### src/rtl/core/afp_pkg.sv
`timescale 1ns / 1ps
// ----------------------------------------------------------------------------
// afp_pkg: shared types and constants for the accelerometer filter packetizer
// Holds the gain and packet structures, register indexes and the constants
// of the fixed-point divide by one hundred.
// ----------------------------------------------------------------------------
package afp_pkg;

    localparam int GAIN_W     = 7;
    localparam int AXIS_W     = 16;
    localparam int SAMPLE_W   = 12;
    localparam int AXIS_SHIFT = 4;
    localparam int BYTE_W     = 8;
    localparam int PKT_BYTES  = 9;
    localparam int PKT_W      = PKT_BYTES * BYTE_W;
    localparam int IDX_W      = 4;

    // Filter datapath widths.
    localparam int PPROD_W = AXIS_W + GAIN_W + 1;      // pole gain times previous
    localparam int IPROD_W = SAMPLE_W + GAIN_W + 1;    // input gain times sample
    localparam int ACC_W   = PPROD_W + 1;
    localparam int MAG_W   = ACC_W - 2;                // |acc| stays below 2^23
    localparam int RECIP_W = 24;
    localparam int QPROD_W = MAG_W + RECIP_W;
    localparam int RECIP_SHIFT = 30;
    localparam int QUOT_W  = QPROD_W - RECIP_SHIFT;

    // ceil(2^30 / 100): exact truncating quotient for any 23-bit magnitude.
    localparam logic [RECIP_W-1:0] RECIP_100 = 24'd10737419;

    localparam logic [GAIN_W-1:0] POLE_GAIN_RST  = 7'd90;
    localparam logic [GAIN_W-1:0] INPUT_GAIN_RST = 7'd10;

    localparam int CFG_IDX_W = 1;
    localparam logic [CFG_IDX_W-1:0] REG_POLE_GAIN  = 1'd0;
    localparam logic [CFG_IDX_W-1:0] REG_INPUT_GAIN = 1'd1;

    typedef struct packed {
        logic [GAIN_W-1:0] pole_gain;
        logic [GAIN_W-1:0] input_gain;
    } afp_gains_t;

    // Packed so that the first byte sent sits in the lowest bits.
    typedef struct packed {
        logic signed [AXIS_W-1:0] filt_z;
        logic signed [AXIS_W-1:0] filt_y;
        logic signed [AXIS_W-1:0] filt_x;
        logic [15:0]              range_value;
        logic [BYTE_W-1:0]        sample_count;
    } afp_pkt_t;

endpackage

### src/rtl/core/afp_lane.sv
`timescale 1ns / 1ps
// ----------------------------------------------------------------------------
// afp_lane: one axis of the first-order low-pass filter
// Four-stage pipeline: gain products, signed sum and magnitude, multiply by
// the reciprocal of one hundred, then sign restore, saturation and commit.
// ----------------------------------------------------------------------------
module afp_lane
    import afp_pkg::*;
(
    input  logic                     clk,
    input  logic                     rst_n,
    input  afp_gains_t               gains,
    input  logic [AXIS_W-1:0]        sample_word,
    input  logic                     commit,
    output logic signed [AXIS_W-1:0] filtered
);

    logic signed [SAMPLE_W-1:0] sample;
    logic signed [PPROD_W-1:0]  pprod_next, pprod_reg;
    logic signed [IPROD_W-1:0]  iprod_next, iprod_reg;
    logic signed [ACC_W-1:0]    acc;
    logic [MAG_W-1:0]           mag_next, mag_reg;
    logic                       neg_reg, neg2_reg;
    logic [QPROD_W-1:0]         qprod_reg;
    logic [QUOT_W-1:0]          quot;
    logic signed [QUOT_W:0]     quot_s;
    logic signed [AXIS_W-1:0]   filt_next, filt_reg;

    assign sample = $signed(sample_word[AXIS_W-1:AXIS_SHIFT]);

    assign pprod_next = $signed({1'b0, gains.pole_gain}) * filt_reg;
    assign iprod_next = $signed({1'b0, gains.input_gain}) * sample;

    assign acc      = ACC_W'(pprod_reg) + ACC_W'(iprod_reg);
    assign mag_next = acc[ACC_W-1] ? MAG_W'(-acc) : MAG_W'(acc);

    // Truncation toward zero: divide the magnitude, then put the sign back.
    assign quot   = qprod_reg[QPROD_W-1:RECIP_SHIFT];
    assign quot_s = neg2_reg ? -$signed({1'b0, quot}) : $signed({1'b0, quot});

    always_comb
    begin
        if (quot_s > $signed((QUOT_W+1)'(32767)))
            filt_next = 16'sh7FFF;
        else if (quot_s < -$signed((QUOT_W+1)'(32768)))
            filt_next = 16'sh8000;
        else
            filt_next = AXIS_W'(quot_s);
    end

    always_ff @(posedge clk)
    begin
        pprod_reg <= pprod_next;
        iprod_reg <= iprod_next;
        mag_reg   <= mag_next;
        neg_reg   <= acc[ACC_W-1];
        qprod_reg <= QPROD_W'(mag_reg) * QPROD_W'(RECIP_100);
        neg2_reg  <= neg_reg;
    end

    always_ff @(posedge clk or negedge rst_n)
    begin
        if (!rst_n)
            filt_reg <= '0;
        else if (commit)
            filt_reg <= filt_next;
    end

    assign filtered = filt_reg;

endmodule

### src/rtl/core/afp_packer.sv
`timescale 1ns / 1ps
// ----------------------------------------------------------------------------
// afp_packer: merges the lane results into a nine-byte packet stream
// Loads a whole packet and shifts it out one byte per word, low byte first.
// ----------------------------------------------------------------------------
module afp_packer
    import afp_pkg::*;
(
    input  logic              clk,
    input  logic              rst_n,
    input  logic              pkt_valid,
    input  afp_pkt_t          pkt,
    output logic              pkt_ready,
    output logic              m_axis_tvalid,
    input  logic              m_axis_tready,
    output logic [BYTE_W-1:0] m_axis_tdata,
    output logic              m_axis_tlast
);

    logic               act_reg, act_next;
    logic [IDX_W-1:0]   idx_reg, idx_next;
    logic [PKT_W-1:0]   data_reg, data_next;
    logic               xfer;
    logic               last;

    assign last      = (idx_reg == IDX_W'(PKT_BYTES - 1));
    assign xfer      = act_reg && m_axis_tready;
    assign pkt_ready = !act_reg || (xfer && last);

    always_comb
    begin
        act_next  = act_reg;
        idx_next  = idx_reg;
        data_next = data_reg;
        if (pkt_valid && pkt_ready)
        begin
            act_next  = 1'b1;
            idx_next  = '0;
            data_next = pkt;
        end
        else if (xfer)
        begin
            if (last)
                act_next = 1'b0;
            idx_next  = idx_reg + 1'b1;
            data_next = data_reg >> BYTE_W;
        end
    end

    always_ff @(posedge clk or negedge rst_n)
    begin
        if (!rst_n)
        begin
            act_reg <= 1'b0;
            idx_reg <= '0;
        end
        else
        begin
            act_reg <= act_next;
            idx_reg <= idx_next;
        end
    end

    always_ff @(posedge clk)
    begin
        data_reg <= data_next;
    end

    assign m_axis_tvalid = act_reg;
    assign m_axis_tdata  = data_reg[BYTE_W-1:0];
    assign m_axis_tlast  = last;

endmodule

### src/rtl/core/accel_filter_packetizer_core.sv
`timescale 1ns / 1ps
// Overlap: the 9-byte serializer limits the input rate; the 4-stage filter lanes
// overlap with it, as a new word may enter them while a packet is still sent.
// Reset: rst_n clears the counter, the filter state and all handshake state,
// and restores pole_gain to 90 and input_gain to 10.
// ----------------------------------------------------------------------------
// accel_filter_packetizer_core: three-axis low-pass filter and packet builder
// Three identical filter lanes process x, y and z in parallel; a packer
// serializes counter, distance and the filtered axes into a nine-byte packet.
// ----------------------------------------------------------------------------
module accel_filter_packetizer_core
    import afp_pkg::*;
(
    input  logic                 clk,
    input  logic                 rst_n,
    // Configuration write port.
    input  logic                 cfg_wr_en,
    input  logic [CFG_IDX_W-1:0] cfg_index,
    input  logic [GAIN_W-1:0]    cfg_data,
    // Input stream.
    input  logic                 s_axis_tvalid,
    output logic                 s_axis_tready,
    // tdata: x_low, x_high, y_low, y_high, z_low, z_high, range_value[15:0]
    input  logic [63:0]          s_axis_tdata,
    // Output stream.
    output logic                 m_axis_tvalid,
    input  logic                 m_axis_tready,
    // tdata: packet_byte[7:0]
    output logic [BYTE_W-1:0]    m_axis_tdata,
    // tlast: last_byte
    output logic                 m_axis_tlast
);

    afp_gains_t               gains_reg;
    logic [BYTE_W-1:0]        count_reg;
    logic [15:0]              range_reg;
    logic [2:0]               pipe_vld_reg;
    logic                     pend_vld_reg;
    logic                     accept;
    logic                     commit;
    logic                     pkt_ready;
    logic                     pkt_load;
    logic signed [AXIS_W-1:0] filt_x, filt_y, filt_z;
    afp_pkt_t                 pkt;

    // Configuration writes. Only two registers exist, so every index is valid.
    always_ff @(posedge clk or negedge rst_n)
    begin
        if (!rst_n)
        begin
            gains_reg.pole_gain  <= POLE_GAIN_RST;
            gains_reg.input_gain <= INPUT_GAIN_RST;
        end
        else if (cfg_wr_en)
        begin
            case (cfg_index)
                REG_POLE_GAIN:  gains_reg.pole_gain  <= cfg_data;
                REG_INPUT_GAIN: gains_reg.input_gain <= cfg_data;
                default:        gains_reg            <= gains_reg;
            endcase
        end
    end

    // The filter is a recurrence, so only one word is in the lanes at a time.
    // A finished result waits in the pending slot while the packer still sends
    // the previous packet; once the packer takes it, the next word may enter the lanes.
    assign s_axis_tready = !(|pipe_vld_reg) && !pend_vld_reg;
    assign accept        = s_axis_tvalid && s_axis_tready;
    assign commit        = pipe_vld_reg[2];
    assign pkt_load      = pend_vld_reg && pkt_ready;

    always_ff @(posedge clk or negedge rst_n)
    begin
        if (!rst_n)
        begin
            pipe_vld_reg <= '0;
            pend_vld_reg <= 1'b0;
            count_reg    <= '0;
        end
        else
        begin
            pipe_vld_reg <= {pipe_vld_reg[1:0], accept};
            if (commit)
                pend_vld_reg <= 1'b1;
            else if (pkt_load)
                pend_vld_reg <= 1'b0;
            // The counter is bumped before the packet is built.
            if (accept)
                count_reg <= count_reg + 1'b1;
        end
    end

    always_ff @(posedge clk)
    begin
        if (accept)
            range_reg <= s_axis_tdata[63:48];
    end

    // One lane per axis; each takes its little-endian axis word.
    afp_lane u_lane_x
    (
        .clk         (clk),
        .rst_n       (rst_n),
        .gains       (gains_reg),
        .sample_word (s_axis_tdata[15:0]),
        .commit      (commit),
        .filtered    (filt_x)
    );

    afp_lane u_lane_y
    (
        .clk         (clk),
        .rst_n       (rst_n),
        .gains       (gains_reg),
        .sample_word (s_axis_tdata[31:16]),
        .commit      (commit),
        .filtered    (filt_y)
    );

    afp_lane u_lane_z
    (
        .clk         (clk),
        .rst_n       (rst_n),
        .gains       (gains_reg),
        .sample_word (s_axis_tdata[47:32]),
        .commit      (commit),
        .filtered    (filt_z)
    );

    // The lane outputs and count stay put until the next word is accepted,
    // and that cannot happen while the pending slot is full.
    assign pkt.sample_count = count_reg;
    assign pkt.range_value  = range_reg;
    assign pkt.filt_x       = filt_x;
    assign pkt.filt_y       = filt_y;
    assign pkt.filt_z       = filt_z;

    afp_packer u_packer
    (
        .clk           (clk),
        .rst_n         (rst_n),
        .pkt_valid     (pend_vld_reg),
        .pkt           (pkt),
        .pkt_ready     (pkt_ready),
        .m_axis_tvalid (m_axis_tvalid),
        .m_axis_tready (m_axis_tready),
        .m_axis_tdata  (m_axis_tdata),
        .m_axis_tlast  (m_axis_tlast)
    );

    // At most one word travels through the lanes.
    assert property (@(posedge clk) disable iff (!rst_n) $onehot0(pipe_vld_reg))
        else $error("more than one word in the filter lanes");

    // A lane result never overwrites a packet that has not been handed over.
    assert property (@(posedge clk) disable iff (!rst_n) commit |-> !pend_vld_reg)
        else $error("filter result committed while pending slot full");

    // A new packet is loaded only when the packer is idle or finishing.
    assert property (@(posedge clk) disable iff (!rst_n)
        pkt_load |-> (!m_axis_tvalid || (m_axis_tready && m_axis_tlast)))
        else $error("packet loaded over one still being sent");

    // Every accepted word advances the sample counter by one.
    assert property (@(posedge clk) disable iff (!rst_n)
        accept |=> (count_reg == $past(count_reg) + 8'd1))
        else $error("sample counter did not advance");

endmodule

### config.mk
export PLATFORM = sky130hd
export DESIGN_NAME = accel_filter_packetizer_core
export DESIGN_NICKNAME = d
export VERILOG_FILES = /design/src/rtl/core/afp_pkg.sv /design/src/rtl/core/afp_lane.sv /design/src/rtl/core/afp_packer.sv /design/src/rtl/core/accel_filter_packetizer_core.sv
export SDC_FILE = /design/constraint.sdc
export NUM_CORES = 2
export LEC_CHECK = 0
export BUFFER_PORTS_ARGS = -buffer_cell sky130_fd_sc_hd__buf_2
export CAP_MARGIN = 0
export CORE_MARGIN = 3
export CORE_UTILIZATION = 45
export CTS_CLUSTER_SIZE = 30
export DETAILED_ROUTE_END_ITERATION = 12
export PLACE_DENSITY_LB_ADDON = 0.2
export SLEW_MARGIN = 20
export SYNTH_ARGS = -nofsm -noshare
export SYNTH_HDL_FRONTEND = slang
export SYNTH_SLANG_ARGS = --single-unit
export TNS_END_PERCENT = 30
### constraint.sdc
create_clock -name clk -period 14.3 [get_ports clk]
set_input_delay 0.715 -clock clk [delete_from_list [all_inputs] [get_ports clk]]
set_output_delay 0.715 -clock clk [all_outputs]
set_load 0.005 [all_outputs]
==> run metrics <==
WP data arrival=8.39 ns; 1st-pass router iterations=5; layout cell share with drive strength beyond 1=0.04601; final WL=148,200 um; Required @ worst endpoint=14.84 ns; fillcell total=13,560; status=complete, no violations; endpoints failing hold=0; number of flip-flops in the largest register=72; Clk Latency, worst-skew pair=0.61 ns; hold_buf cts=0; first-pass GRT wire length=245,500 um; crit share post-route=0.5489; Final Core Density=0.4845; Worst Skew=0.03426 ns; number of synthesized flops with an enable pin=88; CTS resizes=0; post-synth top area share=0.3173; Mapped Cells=6,648; most common cell in the netlist=inv_1; Area growth syn-to-layout=6.322%; Final min period=7.850 ns; Setup crit end kind=flip-flop; PortBufs=75; Worst Setup Start Kind=flip-flop; vias in the first global route=46,570; Final #Nets=8,877; critical path class=flip-flop to flip-flop; Tot GR Track Use=0.2026; worst reg-to-reg setup slack=6.45 ns; number of synthesized register bits=425; Syn Nets=8,849; Async SR Flop Fraction=0.1859; Hold/Removal Path Class=primary input to async pin; number of distinct library cells after synthesis=95; I/O pins=88; CTS buffer count=48; H-tree Lvls=2; CTS sink cnt=425; post-route setup TNS=0 ns; mean post-synth cell area=9.907 um^2; Reg clk slew, reported paths=0.06 ns; pin count of the biggest net entering global routing=83; total number of vias=43,290; Max-Slew Margin vs Limit=0.3089; Seq/Total Area, Yosys=0.1487; postcts setup bufs=0; post-detailed-route count of antenna-violating nets=0; reg2reg start=u_lane_y.mag_reg[5]$_DFF_P_; DRC viols=0; Overflow after GRT=0; Cell Area, Synth=65,860 um^2; most common flop cell mapped by yosys=dfxtp_1; Rows=139; max-cap violation count=0; Register-to-Register Path Depth=23; area leader, netlist=fa_1; final setup vio count=0; via/cell ratio=5.020; RSZ-0062 raised after global routing=no; critical-path maximum fanout=7; Die Area=151,000 um^2; core footprint=144,500 um^2; routability cong.=0.9125; clk buf depth=3; drt first-iter violations=2,043; Initial Utilization=0.4557; wire per inst=17.19 um; Worst Max-Slew Pin Slew=1.037 ns; HPWL reported at the end of detailed placement=126,800 um; synth warn=0; FF-to-FF End=u_lane_y.qprod_reg[45]$_DFF_P_; top cells by count, synth=1,541 x inv_1, 1,080 x ha_1, 1,044 x fa_1; die extent in y=388.6 um; initial antenna violation count=6; Root Driver=clkbuf_16; CTS tree=built; main area contributors after synthesis=fa_1 32%, ha_1 21%, inv_1 8.8%; Die X=388.6 um; f_max=0.1274 GHz; final slew viol count=0
metrics by stage:
stage / std cells / hold WS, ns / area, um^2 / setup WS [ns]
2_1_floorplan: 6648 / 0.3096 / 65860 / 7.508
3_3_place_gp: 8529 / 0.3119 / 68300 / 6.524
3_5_place_dp: 8529 / 0.3121 / 68300 / 6.507
4_1_cts: 8619 / 0.02914 / 70010 / 6.463
5_1_grt: 8623 / 0.04855 / 70020 / 5.979
6_report: 8624 / 0.04152 / 70020 / 6.450
critical path, cell delays in order, from the launching register on:
cell	delay [ns]
dfxtp_1	0.61
inv_1	0.18
fa_1	0.50
fa_1	0.51
fa_1	0.51
inv_1	0.06
fa_1	0.49
fa_1	0.53
fa_1	0.51
inv_1	0.05
fa_1	0.47
inv_1	0.04
ha_1	0.32
a21o_1	0.20
a21o_1	0.17
a21oi_1	0.13
o21ai_0	0.15
nor3_1	0.75
a211oi_1	0.29
o2111ai_1	0.40
a21oi_1	0.17
or3_1	0.40
a21oi_1	0.18
xnor2_1	0.14
worst max-delay path by stage:
| stage | cells after the start | end | slack [ns] | startpoint |
|---|---|---|---|---|
| 2_1_floorplan | 25 | u_lane_x.qprod_reg[45]$_DFF_P_ | 7.51 | u_lane_x.mag_reg[6]$_DFF_P_ |
| 3_5_place_dp | 23 | u_lane_y.qprod_reg[45]$_DFF_P_ | 6.51 | u_lane_y.mag_reg[5]$_DFF_P_ |
| 5_1_grt | 25 | u_lane_x.qprod_reg[46]$_DFF_P_ | 5.98 | u_lane_x.mag_reg[6]$_DFF_P_ |
| 6_report | 23 | u_lane_y.qprod_reg[45]$_DFF_P_ | 6.45 | u_lane_y.mag_reg[5]$_DFF_P_ |
| 3_3_place_gp | 23 | u_lane_y.qprod_reg[45]$_DFF_P_ | 6.52 | u_lane_y.mag_reg[5]$_DFF_P_ |
| 4_1_cts | 23 | u_lane_y.qprod_reg[45]$_DFF_P_ | 6.46 | u_lane_y.mag_reg[5]$_DFF_P_ |
kinds of logic after synthesis:
kind of cell | after synthesis | share of synthesized area
AO/OA/AOI/OAI | 743 | 0.07415
AND/OR/NAND/NOR | 1276 | 0.1004
flip-flops | 425 | 0.1487
adder cells (fa/ha/maj) | 2124 | 0.5225
XOR/XNOR | 336 | 0.04468
buffers and inverters | 1661 | 0.09548
multiplexers | 83 | 0.01413
layer usage:
layer	part of all wire	global-route usage	wire length [um]	vias to the layer above
met3	0.044	0.02804	6590	111
met5	0.000054	0	8	-
met2	0.46	0.3308	68240	645
met1	0.48	0.2900	71340	21500
li1	-	-	-	21030
met4	0.014	0.03589	2034	2
cell usage in the layout, fill, tap and decap left out, types with 97 or more instances in the layout:
cell type     n
inv_1      1541
nand2_1     276
and2_1      449
xor2_1      101
dfxtp_1     258
fa_1       1044
nor2_1      242
a21o_1       97
xnor2_1     235
a21oi_1     226
ha_1       1080
o21ai_0     132
layout make-up:
cell class                      count  area (um^2)  area share
Timing Repair Buffer               96        535.5    0.007648
Sequential cell                   425         9794      0.1399
Multi-Input combinational cell   4562        49800      0.7112
Inverter                         1543         5794     0.08275
Clock buffer                       67         1395     0.01992
Tap cell                         1903         2381     0.03400
Clock inverter                     23        307.8    0.004396
Antenna cell                        5        12.51   0.0001787
Power is not shown: default switching activity piles up to over one toggle a cycle in this logic, so the estimate is an artifact.
